<file path="src/rtl/broadcast_duplicate_filter_macros.svh">
// Assertion macros of the duplicate filter RTL, used by the back end.
// Depends on nothing; the including module supplies clk and arst_n.
`ifndef BROADCAST_DUPLICATE_FILTER_MACROS_SVH
`define BROADCAST_DUPLICATE_FILTER_MACROS_SVH

`ifndef SYNTH
// Checked only while reset is released.
`define BDF_ASSERT(lbl, prop, msg) \
	lbl: assert property (@(posedge clk) disable iff (!arst_n) (prop)) else $error(msg);
// Checked at every edge, reset included.
`define BDF_ASSERT_ALWAYS(lbl, prop, msg) \
	lbl: assert property (@(posedge clk) (prop)) else $error(msg);
`else
`define BDF_ASSERT(lbl, prop, msg)
`define BDF_ASSERT_ALWAYS(lbl, prop, msg)
`endif

`endif

</file>
<file path="src/rtl/bdf_pkg.sv">
// Shared types and constants of the broadcast duplicate filter.
// Used by the front end, back end and top level; depends on nothing.
package bdf_pkg;

	localparam int HISTORY_DEPTH_DEF = 128;
	localparam logic [31:0] TIMEOUT_RESET = 32'd3000;
	localparam int SLOT_W = 7;

	typedef struct packed {
		logic [31:0] msg_checksum;
		logic [31:0] now_ms;
	} in_t;

	typedef struct packed {
		logic              is_duplicate;
		logic [SLOT_W-1:0] slot_written;
	} out_t;

	typedef enum logic [1:0] {
		ST_IDLE,
		ST_SCAN,
		ST_FLUSH,
		ST_COMMIT
	} back_state_t;

endpackage

</file>
<file path="src/rtl/bdf_front.sv">
// Front end of the duplicate filter: accepts requests into a two-entry queue.
// Depends on bdf_pkg.
module bdf_front (
	input  logic          clk,
	input  logic          arst_n,
	input  logic          start,
	output logic          busy,
	input  bdf_pkg::in_t  req,
	output logic          q_valid,
	output bdf_pkg::in_t  q_item,
	input  logic          q_pop
);

	bdf_pkg::in_t slot_q [2];
	logic         wr_ptr_q;
	logic         rd_ptr_q;
	logic [1:0]   count_q;
	logic         push;
	logic         pop;

	assign busy    = (count_q == 2'd2);
	assign push    = start && !busy;
	assign q_valid = (count_q != 2'd0);
	assign pop     = q_pop && q_valid;
	assign q_item  = slot_q[rd_ptr_q];

	always_ff @(posedge clk) begin
		if (push) begin
			slot_q[wr_ptr_q] <= req;
		end
	end

	always_ff @(posedge clk or negedge arst_n) begin
		if (!arst_n) begin
			wr_ptr_q <= 1'b0;
			rd_ptr_q <= 1'b0;
			count_q  <= 2'd0;
		end else begin
			if (push) begin
				wr_ptr_q <= !wr_ptr_q;
			end
			if (pop) begin
				rd_ptr_q <= !rd_ptr_q;
			end
			case ({push, pop})
				2'b10:   count_q <= count_q + 2'd1;
				2'b01:   count_q <= count_q - 2'd1;
				default: count_q <= count_q;
			endcase
		end
	end

endmodule

</file>
<file path="config.mk">
export PLATFORM = sky130hd
export DESIGN_NAME = bdf_front
export DESIGN_NICKNAME = d
export VERILOG_FILES = /design/src/rtl/broadcast_duplicate_filter_macros.svh /design/src/rtl/bdf_pkg.sv /design/src/rtl/bdf_front.sv
export SDC_FILE = /design/constraint.sdc
export NUM_CORES = 1
export LEC_CHECK = 0
export BUFFER_PORTS_ARGS = -buffer_cell sky130_fd_sc_hd__buf_2
export CAP_MARGIN = 20
export CELL_PAD_IN_SITES_DETAIL_PLACEMENT = 0
export CELL_PAD_IN_SITES_GLOBAL_PLACEMENT = 2
export CORE_ASPECT_RATIO = 2
export CORE_MARGIN = 3
export CORE_UTILIZATION = 38
export CTS_CLUSTER_DIAMETER = 100
export DETAILED_ROUTE_END_ITERATION = 10
export PLACE_DENSITY = 0.88
export SLEW_MARGIN = 20
export SYNTH_ARGS = -nofsm -noshare
export SYNTH_HDL_FRONTEND = slang
export SYNTH_SLANG_ARGS = --single-unit
export TNS_END_PERCENT = 1
</file>
<file path="constraint.sdc">
create_clock -name clk -period 4.5 [get_ports clk]
set_input_delay 1.35 -clock clk [delete_from_list [all_inputs] [get_ports clk]]
set_output_delay 1.35 -clock clk [all_outputs]
set_load 0.005 [all_outputs]
</file>
* Yosys cells after proc, flatten, opt, wreduce, memory -nomap -nowiden *
Memory sizes are Yosys's and may differ from the RTL's.
Index checks and enable logic that the tools add are counted.

storage, ports and cells
  bits in registers = 4
  bits in latches = 0
  memory bits (writable) = 128
  bits in read-only memories = 0
  input bits = 68
  output and inout port bits = 66
  logic and storage cells = 19
  memories kept = 1

operators by class
  add/subtract/negate cells = 2
  multipliers = 0
  div/mod/pow operators = 0
  magnitude comparators = 0
  equal/unequal tests = 3
  shift operators = 0
  multiplexer cells = 3
  bitwise logic cells = 0
  reduce and logical (&&, ||, !) cells = 7

memory list
  memory  depth  width  read ports  clocked after memory_dff  wr ports  line             text
  slot_q  2      64     1           0                         1         bdf_front.sv:14  bdf_pkg::in_t slot_q [2];

operator list
  kind                 number
  $eq 2x2->1 const B   2
  $pmux 2 s2           1
  $reduce_bool 2->1    2
  $logic_not 1->1      3
  $add 2x1->2 const B  1
  $eq 2x1->1 const B   1
  $logic_and 1x1->1    2
  $mux 1               2
  $sub 2x1->2 const B  1

* Longest topological paths before layout *
Gate-level depths: netlist of the first run.

  word-level depth = 5
  gate-level depth with buffers = 6
  mapped depth without buffers = 6

* Worst setup path after synthesis of the first run *
OpenSTA, ideal clock, no wires.

  path type = input -> register
  start point = input start
  end point = memory slot_q[0][0] (netlist name) (enable)
  library setup time = 0.486 ns
  arrival = 4.120 ns
  data required time = 4.014 ns
  slack = -0.106 ns
  stages = 2
  path buffers = 0
  cells stage by stage = nand2_1 -> nor2_1

between the ends
  longest elaborated chain between the ends = 3

RTL lines
  item                          line             text
  start, declared               bdf_front.sv:6   input logic start,
  $logic_and 1x1->1             bdf_front.sv:22  assign push = start && !busy;
  $mux 1                        bdf_front.sv:28  if (push) begin
  $mux 1 (not written as such)  bdf_front.sv:29  slot_q[wr_ptr_q] <= req;
  end, declared                 bdf_front.sv:14

Every way passes these cells.

==> metrics.md, run 1 <==
| Metric | Value |
|---|---|
| Outcome | `finished clean` |
| Critical path class | `reg -> out` |
| Largest family of logic cells by synthesized area | `multiplexers` |
| CTS Buffer Depth | `2` |
| #FFs+latches synth | `132` |
| Core area | `12,770 um2` |
| Rel. slew slack | `0.5483` |
| Clock sink total | `132` |
| Routed WL | `9.221 mm` |
| Startpoint types | `flip-flop` |
| Peak supply drop | `0.3459 mV` |
| Cell variety after synth | `16` |
| Clk pin slew, worst setup/hold paths | `0.06 ns` |
| Critical path's top delay family | `flip-flops` |
| Maxcap violations | `0` |
| Row cnt | `58` |
| Die ar. | `14,720 um2` |
| Crit end category | `output pin` |
| Post_cts resized | `0` |
| Leak | `2.610 nW` |
| Sum Neg Setup Slack | `0 ns` |
| Commonest non-fill, non-tap cell in the layout | `buf_2` |
| CTS tree | `built` |
| Area Growth Syn to Fin | `29.64%` |
| Mapped Cells | `217` |
| GRT Total Usage | `0.1305` |
| Worst path required time | `3.15 ns` |
| Hold Crit Class | `reg -> reg` |
| Fin nets | `435` |
| RSZ-0062 raised after global routing | `no` |
| Grt total ovfl | `0` |
| Chip height | `168.6 um` |
| Worst EP arrival | `1.97 ns` |
| Slew @ Worst Pin | `0.6775 ns` |
| DP Wirelength | `6.356 mm` |
| Via density per instance | `4.564` |
| Slowest cell on the critical path | `dfrtp_4` |
| Fin crit period | `3.321 ns` |
| Fillers | `1,079` |
| Yosys warns | `0` |
| Clock latency on the worst-skew pair | `0.40 ns` |
| CP Cell Sequence | `buf_12, mux2_2, buf_2` |
| Hold Vio Cnt, Final | `0` |
| # setup viols final | `0` |
| Mux cell area share after synthesis | `0.1808` |
| Initial core utilization | `0.3933` |
| Worst-path fanout max | `44` |
| Mapped Nets | `286` |
| WP buf/inv | `2` |
| Fin crit share | `0.7380` |
| Largest net degree at the start of global routing | `45` |
| Placed cells | `497` |
| Xor/xnor share of the synthesized area | `0.008717` |
| Hold slack | `0.5083 ns` |
| Io pins | `134` |
| Share of the synthesized area in the top cell type | `0.7651` |
| CTS hold repair buffers | `0` |
| IO buf count | `133` |
| Crit-path max cell delay | `0.69 ns` |
| Die width | `87.30 um` |
| Mapped cell area | `5024 um2` |
| FMAX | `301.1 MHz` |
| RePlAce Congestion | `0.6923` |
| Wire per inst | `17.40 um` |
| DRC Markers | `0` |
| Vias in the first global route | `2,731` |
| Router iterations before antenna repair | `4` |
| Via total after detailed routing | `2,419` |
| CTS Buf Count | `17` |
| Postcts setup bufs | `0` |
| Sequential fraction of the synthesis area | `0.7851` |
| Post-Synth Adder-Cell Area | `0.002491` |
| Compound-cell area share of the yosys netlist | `0` |
| Area contributors post-synth | `edfxtp_1 (77%), mux2_4 (15%), mux2_2 (3.1%), dfrtp_1 (2.0%), buf_6 (1.3%)` |
| Initial DRC Count | `122` |
| First-pass GRT wire length | `14.08 mm` |
| Mean Syn Cell Area | `23.15 um2` |
| Initial antenna violation count | `5` |
| Antenna-violating nets left | `0` |
| Share of post-route cells with drive strength above 1 | `0.6174` |
| Final Non-Filler Cells | `530` |
| Yosys top cell by area | `edfxtp_1` |
| Most frequent cells in the layout | `buf_2 (133), edfxtp_1 (128), mux2_4 (50), clkbuf_16 (17), mux2_2 (14)` |
| Root Buffer | `clkbuf_16` |
| H-tree Lvls | `4` |
| Max-slew violation count | `0` |
| Final Skew | `0.006847 ns` |
| PD cells | `682.9 nW/um2` |
| Synth Area in Simple Gates | `0.007721` |
==> synthesized netlist by cell type, drive strengths merged <==
cell and number:
or2 1, mux2 64, and3 1, xnor2 3, and2 1, xor2 2
buf 7, nor2 2, ha 1, inv 1, nand2 1, nand2b 1
edfxtp 128, dfrtp 4
==> sequential cells by signal, indices dropped and copies added (netlist names) <==
register  cells
slot_q      128
count_q       2
rd_ptr_q      1
wr_ptr_q      1
==> metal layers <==
metal | vias up | track usage | share of wire
met5 | - | 0 | 0.0048
met4 | 8 | 0.06079 | 0.019
met3 | 18 | 0.05163 | 0.068
met2 | 81 | 0.2378 | 0.57
met1 | 1158 | 0.1225 | 0.34
li1 | 1154 | - | -
==> stage by stage <==
step | area [um2] | power, mW | setup WS, ns | utilization
6_report | 6513 | 4.447 | 1.179 | 0.5099
5_1_grt | 6513 | 4.666 | 1.076 | 0.5099
4_1_cts | 6510 | 4.521 | 1.137 | 0.5097
3_5_place_dp | 5872 | 3.034 | 1.575 | 0.4597
3_3_place_gp | 5872 | 2.999 | 1.587 | 0.4597
2_1_floorplan | 5026 | 2.607 | 0.9638 | -
==> area by class of cell <==
class                      instances  area [um2]  area share
inverter                           1       3.754   0.0005764
clock buffer                      18       429.2     0.06590
multi-input combinational         77        1012      0.1554
timing repair buffer             137       720.7      0.1107
sequential                       132        3948      0.6061
antenna                            1       2.502   0.0003842
tap                              150       187.7     0.02882
clock inverter                    14       209.0     0.03208
==> power by group <==
group          internal, mW  switching [mW]  total (mW)
Clock                 0.980           0.490        1.47
Sequential             1.69           0.128        1.81
Combinational         0.656           0.506        1.16
Total                  3.32            1.12        4.45
==> logic make-up (layout without fill, tap and decap cells) <==
| logic type | Yosys count | after routing |
|---|---|---|
| other cells | 0 | 1 |
| xor+xnor | 5 | 5 |
| fa+ha+maj | 1 | 1 |
| simple gates | 7 | 7 |
| buf+inv | 8 | 170 |
| flops | 132 | 132 |
| mux | 64 | 64 |
==> final timing paths <==
kind | start | endpoint | slack (ns) | cells past startpoint
worst max-delay path | rd_ptr_q$_DFFE_PN0P_ | q_item[50] | 1.18 | 3
worst min-delay path | count_q[1]$_DFFE_PN0P_ | count_q[1]$_DFFE_PN0P_ | 0.51 | 1
worst max register to register | count_q[0]$_DFFE_PN0P_ | slot_q[1][41]$_DFFE_PP_ | 2.62 | 3
worst min register to register | count_q[1]$_DFFE_PN0P_ | count_q[1]$_DFFE_PN0P_ | 0.51 | 1
max in group asynchronous | arst_n | rd_ptr_q$_DFFE_PN0P_ | 3.60 | 1
min in group asynchronous | arst_n | count_q[0]$_DFFE_PN0P_ | 0.75 | 1
(Power assumes the default switching activity.)
==> inputs of run 2 (changes only) <==
- clock period: 4.5 -> 3.2 ns (I/O delays scaled with it)
==> run 2 against run 1 <==
  * Wire length decreased by 5.2%
  * Critical path depth did not move
  * First-iteration DRC count fell by 32%
  * Critical path type unchanged
  * Worst setup slack worse by 0.87 ns
  * Design area is 0.35% higher
  * Register-to-register slack lost 1.2 ns
  * Highest routed layer unchanged
  * Largest cell class unchanged
  * Core utilization is 0.18 points higher
  * Power is 40% higher
  * Non-clock buffer count grew 2
==> metrics.md, run 2 (synthesis gave the netlist of run 1 again) <==
| Metric | Value |
|---|---|
| Sequential share of power | `0.412 (was 0.408)` |
| CTS Buffer Depth | `2 (unchanged)` |
| Routed WL | `8.744 mm (was 9.221 mm)` |
| CP Cell Sequence | `buf_4, mux2_4, buf_2 (was buf_12, mux2_2, buf_2)` |
| Fin crit share | `0.9037` |
| Sw Share | `0.2486 (was 0.2529)` |
| DP Wirelength | `6.318 mm (was 6.356 mm)` |
| Hold slack | `0.3534 ns (was 0.5083 ns)` |
| First-pass GRT wire length | `13.46 mm (was 14.08 mm)` |
| Worst path required time | `2.24 ns (was 3.15 ns)` |
| Postcts setup bufs | `0 (unchanged)` |
| Initial antenna violation count | `3 (was 5)` |
| Fillers | `1,070 (was 1,079)` |
| Sum Neg Setup Slack | `0 ns (unchanged)` |
| Clock latency on the worst-skew pair | `0.40 ns (about the same)` |
| Startpoint types | `flip-flop (unchanged)` |
| Number of flip-flops in the largest register | `128 (unchanged)` |
| Post_cts resized | `0 (unchanged)` |
| Die width | `87.30 um (unchanged)` |
| Initial DRC Count | `83 (was 122)` |
| Largest net degree at the start of global routing | `36 (was 45)` |
| Worst EP arrival | `1.93 ns (was 1.97 ns)` |
| N_diodes | `0 (was 1)` |
| Fin crit period | `2.892 ns` |
| Final Non-Filler Cells | `530 (unchanged)` |
| Via total after detailed routing | `2,436 (was 2,419)` |
| Wire length on met3 | `623 um (was 625 um)` |
| CTS tree | `built (unchanged)` |
| Slowest cell on the critical path | `dfrtp_4 (unchanged)` |
| Share of post-route cells with drive strength above 1 | `0.6184 (was 0.6174)` |
| PD cells | `954.6 nW/um2 (was 682.9 nW/um2)` |
| Biggest regs | `slot_q: 128 flops, count_q: 2 flops (unchanged)` |
| Commonest non-fill, non-tap cell in the layout | `buf_2 (unchanged)` |
| Placed cells | `499 (was 497)` |
| # setup viols final | `0 (unchanged)` |
| Slew @ Worst Pin | `0.5163 ns (was 0.6775 ns)` |
| Via density per instance | `4.596 (was 4.564)` |
| Pint | `4.688 mW (was 3.323 mW)` |
| Die ar. | `14,720 um2 (unchanged)` |
| Initial core utilization | `0.3933 (unchanged)` |
| Vias in the first global route | `2,634 (was 2,731)` |
| Grt total ovfl | `0 (unchanged)` |
| Combinational power share | `0.261 (about the same)` |
| Met2 WL | `5.090 mm (was 5.272 mm)` |
| Hold Vio Cnt, Final | `0 (unchanged)` |
| Final Power | `6.238 mW (was 4.447 mW)` |
| Critical path class | `reg -> out (unchanged)` |
| Maxcap violations | `0 (unchanged)` |
| WL met1 | `2.742 mm (was 3.100 mm)` |
| Footprint of the multi-input gates | `1012 um2 (unchanged)` |
| Core area | `12,770 um2 (unchanged)` |
| Pre-CTS setup slack | `0.6860 ns (was 1.575 ns)` |
| Io pins | `134 (unchanged)` |
| Row cnt | `58 (unchanged)` |
| Most frequent cells in the layout | `buf_2 (133), edfxtp_1 (128), mux2_4 (50), clkbuf_16 (17), mux2_2 (14) (unchanged)` |
| Uppermost layer routed | `met5 (unchanged)` |
| Wire per inst | `16.50 um (was 17.40 um)` |
| Part of the power in the clock network | `0.327 (was 0.331)` |
| Outcome | `finished clean (unchanged)` |
| Root Buffer | `clkbuf_16 (unchanged)` |
| H-tree Lvls | `4 (unchanged)` |
| Clock sink total | `132 (unchanged)` |
| Register area | `3948 um2 (unchanged)` |
| CTS Buf Count | `17 (unchanged)` |
| Max-slew violation count | `0 (unchanged)` |
| FMAX | `345.8 MHz` |
| Final Skew | `0.004796 ns (was 0.006847 ns)` |
| CTS hold repair buffers | `0 (unchanged)` |
| Crit end category | `output pin (unchanged)` |
| RePlAce Congestion | `0.6881 (was 0.6923)` |
| WP buf/inv | `2 (unchanged)` |
| GRT Total Usage | `0.1246 (was 0.1305)` |
| Antenna-violating nets left | `0 (unchanged)` |
| Rel. slew slack | `0.6558 (was 0.5483)` |
| DRC Markers | `0 (unchanged)` |
| Leak | `2.616 nW (was 2.610 nW)` |
| Chip height | `168.6 um (unchanged)` |
| Crit-path max cell delay | `0.75 ns (was 0.69 ns)` |
| RSZ-0062 raised after global routing | `no (unchanged)` |
| Router iterations before antenna repair | `4 (unchanged)` |
| Hold Crit Class | `in -> async (was reg -> reg)` |
| Top reg by flops | `slot_q (unchanged)` |
| Area Growth Syn to Fin | `30.09% (was 29.64%)` |
| Final worst setup slack | `0.3080 ns (was 1.179 ns)` |
| Fin nets | `437 (was 435)` |
| Peak supply drop | `0.5666 mV (was 0.3459 mV)` |
| Critical path's top delay family | `flip-flops (unchanged)` |
| Worst-path fanout max | `31 (was 44)` |
| Clk pin slew, worst setup/hold paths | `0.05 ns (was 0.06 ns)` |
| IO buf count | `133 (unchanged)` |
| Net switching power | `1.551 mW (was 1.125 mW)` |
-- run 2: worst register-to-register path: stages, from the launching register on --
cell and delay, ns:
dfrtp_1 0.41, nand2b_1 0.17, nand2_1 0.15, nor2_4 0.43
buf_4 0.34
-- run 2: area by class of cell --
class	instances	area share
clock inverter	14	0.03217
multi-input combinational	77	0.1549
clock buffer	17	0.06510
tap	150	0.02872
sequential	132	0.6041
inverter	1	0.0005744
timing repair buffer	139	0.1145
-- run 2: worst paths after layout --
| kind | from | end | slack (ns) | cells past startpoint |
|---|---|---|---|---|
| worst max-delay path | rd_ptr_q$_DFFE_PN0P_ | q_item[13] | 0.31 | 3 |
| worst min-delay path | arst_n | count_q[0]$_DFFE_PN0P_ | 0.35 | 1 |
| worst max register to register | count_q[0]$_DFFE_PN0P_ | slot_q[0][53]$_DFFE_PP_ | 1.39 | 4 |
| worst min register to register | count_q[1]$_DFFE_PN0P_ | count_q[1]$_DFFE_PN0P_ | 0.51 | 1 |
| max in group asynchronous | arst_n | rd_ptr_q$_DFFE_PN0P_ | 2.71 | 1 |
| min in group clk | count_q[1]$_DFFE_PN0P_ | count_q[1]$_DFFE_PN0P_ | 0.51 | 1 |
-- run 2: routing by layer --
layer / global-route usage / vias to the layer above
li1: - / 1159
met1: 0.1189 / 1162
met2: 0.2237 / 85
met3: 0.04238 / 24
met4: 0.07014 / 6
met5: 0 / -
-- run 2: per-stage QoR --
stage	cell area (um2)	util
floorplan	5026	-
global placement	5899	0.4619
detailed placement	5899	0.4619
CTS	6535	0.5117
global route	6535	0.5117
finish	6535	0.5117
-- run 2: power by group through the flow --
stage                     Sequential [mW]  Combinational [mW]  Clock (mW)
after floorplan                      2.50                1.17           0
after global placement               2.59                1.65           0
after detailed placement             2.61                1.68           0
after CTS                            2.58                1.68        2.09
after global routing                 2.62                1.76        2.16
final                                2.57                1.63        2.04
==> inputs of run 3 (changes only) <==
- REMOVE_ABC_BUFFERS: default -> 1
==> run 3 against run 2 <==
  * Flip-flop and latch count did not move
  * Count of clock-buffer cells in the layout stayed put
  * Core utilization decreased by 0.74 points
  * Wire length rose by 9.1%
  * Sequential power is essentially flat
  * Power down 4.6%
  * Final cell count rose by 0.38%
  * Die area unchanged
  * Non-clock buffer count increased by 1
  * Clock skew grew 0.0037 ns
  * Worst hold slack worse by 0.00079 ns
  * Worst setup slack lost 0.069 ns
  * Largest cell class unchanged
==> metrics.md, run 3 (synthesis gave the netlist of run 1 again) <==
| Metric | Value |
|---|---|
| Maxcap violations | `0 (unchanged)` |
| Root Buffer | `clkbuf_16 (unchanged)` |
| Crit-path max cell delay | `0.73 ns (was 0.75 ns)` |
| Antenna-violating nets left | `0 (unchanged)` |
| Core area | `12,770 um2 (unchanged)` |
| Leak | `2.571 nW (was 2.616 nW)` |
| CTS tree | `built (unchanged)` |
| Area Growth Syn to Fin | `28.19% (was 30.09%)` |
| Vias in the first global route | `2,729 (was 2,634)` |
| Largest net degree at the start of global routing | `37 (was 36)` |
| Hold Crit Class | `in -> async (unchanged)` |
| # setup viols final | `0 (unchanged)` |
| Initial core utilization | `0.3933 (unchanged)` |
| Initial DRC Count | `127 (was 83)` |
| Commonest non-fill, non-tap cell in the layout | `buf_2 (unchanged)` |
| CTS hold repair buffers | `0 (unchanged)` |
| First-pass GRT wire length | `14.39 mm (was 13.46 mm)` |
| Clock sink total | `132 (unchanged)` |
| Worst EP arrival | `2.00 ns (was 1.93 ns)` |
| Post_cts resized | `0 (unchanged)` |
| N_diodes | `0 (unchanged)` |
| Design Area, Final | `6440 um2 (was 6535 um2)` |
| Peak supply drop | `0.5733 mV (was 0.5666 mV)` |
| Placed inst area | `5907 um2 (was 5899 um2)` |
| Outcome | `finished clean (unchanged)` |
| Slowest cell on the critical path | `dfrtp_4 (unchanged)` |
| Top reg by flops | `slot_q (unchanged)` |
| Fillers | `1,079 (was 1,070)` |
| Final Skew | `0.008478 ns (was 0.004796 ns)` |
| Worst path required time | `2.24 ns (about the same)` |
| Initial antenna violation count | `0 (was 3)` |
| Router iterations before antenna repair | `4 (unchanged)` |
| Hold Vio Cnt, Final | `0 (unchanged)` |
| DRC Markers | `0 (unchanged)` |
| Fin crit period | `2.961 ns (was 2.892 ns)` |
| Max-slew violation count | `0 (unchanged)` |
| Row cnt | `58 (unchanged)` |
| Io pins | `134 (unchanged)` |
| Final worst setup slack | `0.2390 ns (was 0.3080 ns)` |
| RePlAce Congestion | `0.7716 (was 0.6881)` |
| Die ar. | `14,720 um2 (unchanged)` |
| Rel. slew slack | `0.6422 (was 0.6558)` |
| Crit end category | `output pin (unchanged)` |
| H-tree Lvls | `4 (unchanged)` |
| Reg2Reg Depth | `4 (unchanged)` |
| GRT Total Usage | `0.1351 (was 0.1246)` |
| Postcts setup bufs | `0 (unchanged)` |
| RR Endpoint | `slot_q[0][5]$_DFFE_PP_ (was slot_q[0][53]$_DFFE_PP_)` |
| Clk pin slew, worst setup/hold paths | `0.06 ns (was 0.05 ns)` |
| PD cells | `924.4 nW/um2 (was 954.6 nW/um2)` |
| Number of flip-flops in the largest register | `128 (unchanged)` |
| Via total after detailed routing | `2,485 (was 2,436)` |
| Slew @ Worst Pin | `0.5367 ns (was 0.5163 ns)` |
| Routed WL | `9.539 mm (was 8.744 mm)` |
| Grt total ovfl | `0 (unchanged)` |
| Fin nets | `438 (was 437)` |
| Critical path class | `reg -> out (unchanged)` |
| Biggest regs | `slot_q: 128 flops, count_q: 2 flops (unchanged)` |
| Sum Neg Setup Slack | `0 ns (unchanged)` |
| Worst R2R Start | `count_q[0]$_DFFE_PN0P_ (unchanged)` |
| CTS Buf Count | `17 (unchanged)` |
| Die width | `87.30 um (unchanged)` |
| CP Cell Sequence | `buf_4, mux2_2, buf_2 (was buf_4, mux2_4, buf_2)` |
| Pre-CTS setup slack | `0.6242 ns (was 0.6860 ns)` |
| Via density per instance | `4.671 (was 4.596)` |
| Flop-to-flop setup slack | `1.41 ns (was 1.39 ns)` |
| IO buf count | `133 (unchanged)` |
| Most frequent cells in the layout | `buf_2 (133), edfxtp_1 (128), mux2_4 (50), clkbuf_16 (17), mux2_2 (14) (unchanged)` |
| Startpoint types | `flip-flop (unchanged)` |
| DP Wirelength | `6.898 mm (was 6.318 mm)` |
| Crit path launch | `rd_ptr_q$_DFFE_PN0P_ (unchanged)` |
| Worst-path fanout max | `25 (was 31)` |
| Clock latency on the worst-skew pair | `0.40 ns (about the same)` |
| Crit path to | `q_item[56] (was q_item[13])` |
| Fin crit share | `0.9253 (was 0.9037)` |
| CTS Buffer Depth | `2 (unchanged)` |
| Final Power | `5.953 mW (was 6.238 mW)` |
| Share of post-route cells with drive strength above 1 | `0.6230 (was 0.6184)` |
| FMAX | `337.7 MHz (was 345.8 MHz)` |
| Wire per inst | `17.93 um (was 16.50 um)` |
| Chip height | `168.6 um (unchanged)` |
| RSZ-0062 raised after global routing | `no (unchanged)` |
-- run 3: changes by cell type in the layout (fill, tap and decap cells not counted), sizes merged --
| cell | delta |
|---|---|
| buf | +1 |
| bufinv | -5 |
| clkinvlp | +2 |
| inv | +4 |
-- run 3: final cells by class --
cell class / instances / area [um2] / area share
repair buffers: 140 / 755.7 / 0.1173
well taps: 150 / 187.7 / 0.02914
clock buffers: 17 / 425.4 / 0.06606
multi-input cells: 77 / 1012 / 0.1572
inverters: 1 / 3.754 / 0.0005829
flip-flops and latches: 132 / 3948 / 0.6130
clock inverters: 15 / 107.6 / 0.01671
-- run 3: stage by stage --
stage	utilization	hold WS, ns	instances
after CTS	0.5042	0.3367	532
after global placement	0.4625	0.4724	500
final	0.5042	0.3526	532
after detailed placement	0.4625	0.4959	500
after floorplan	-	0.4564	210
after global routing	0.5042	0.3425	532
-- run 3: worst min-delay path by stage --
stage	start	end	depth (start not counted)
after floorplan	count_q[1]$_DFFE_PN0P_	count_q[1]$_DFFE_PN0P_	1
after global placement	count_q[1]$_DFFE_PN0P_	count_q[1]$_DFFE_PN0P_	1
after detailed placement	count_q[1]$_DFFE_PN0P_	count_q[1]$_DFFE_PN0P_	1
after CTS	arst_n	count_q[1]$_DFFE_PN0P_	1
after global routing	arst_n	count_q[1]$_DFFE_PN0P_	1
final	arst_n	count_q[1]$_DFFE_PN0P_	1
-- run 3: per-layer routing --
metal | share of wire | track usage | wire, um | vias up
met5 | 0 | 0 | 0 | -
met4 | 0.031 | 0.08083 | 293 | 0
met3 | 0.042 | 0.03215 | 404 | 14
met2 | 0.59 | 0.2507 | 5634 | 75
met1 | 0.34 | 0.1280 | 3207 | 1233
li1 | - | - | - | 1163
-- run 3: power by group --
part	internal, mW	switching (mW)
Sequential	2.37	0.192
Clock	0.992	0.716
Combinational	0.953	0.732
Total	4.31	1.64
-- run 3: critical path, delay by kind of cell (launching register included) --
family	cells	cell delay, ns
buf+inv	2	0.49
flops	1	0.73
mux	1	0.37
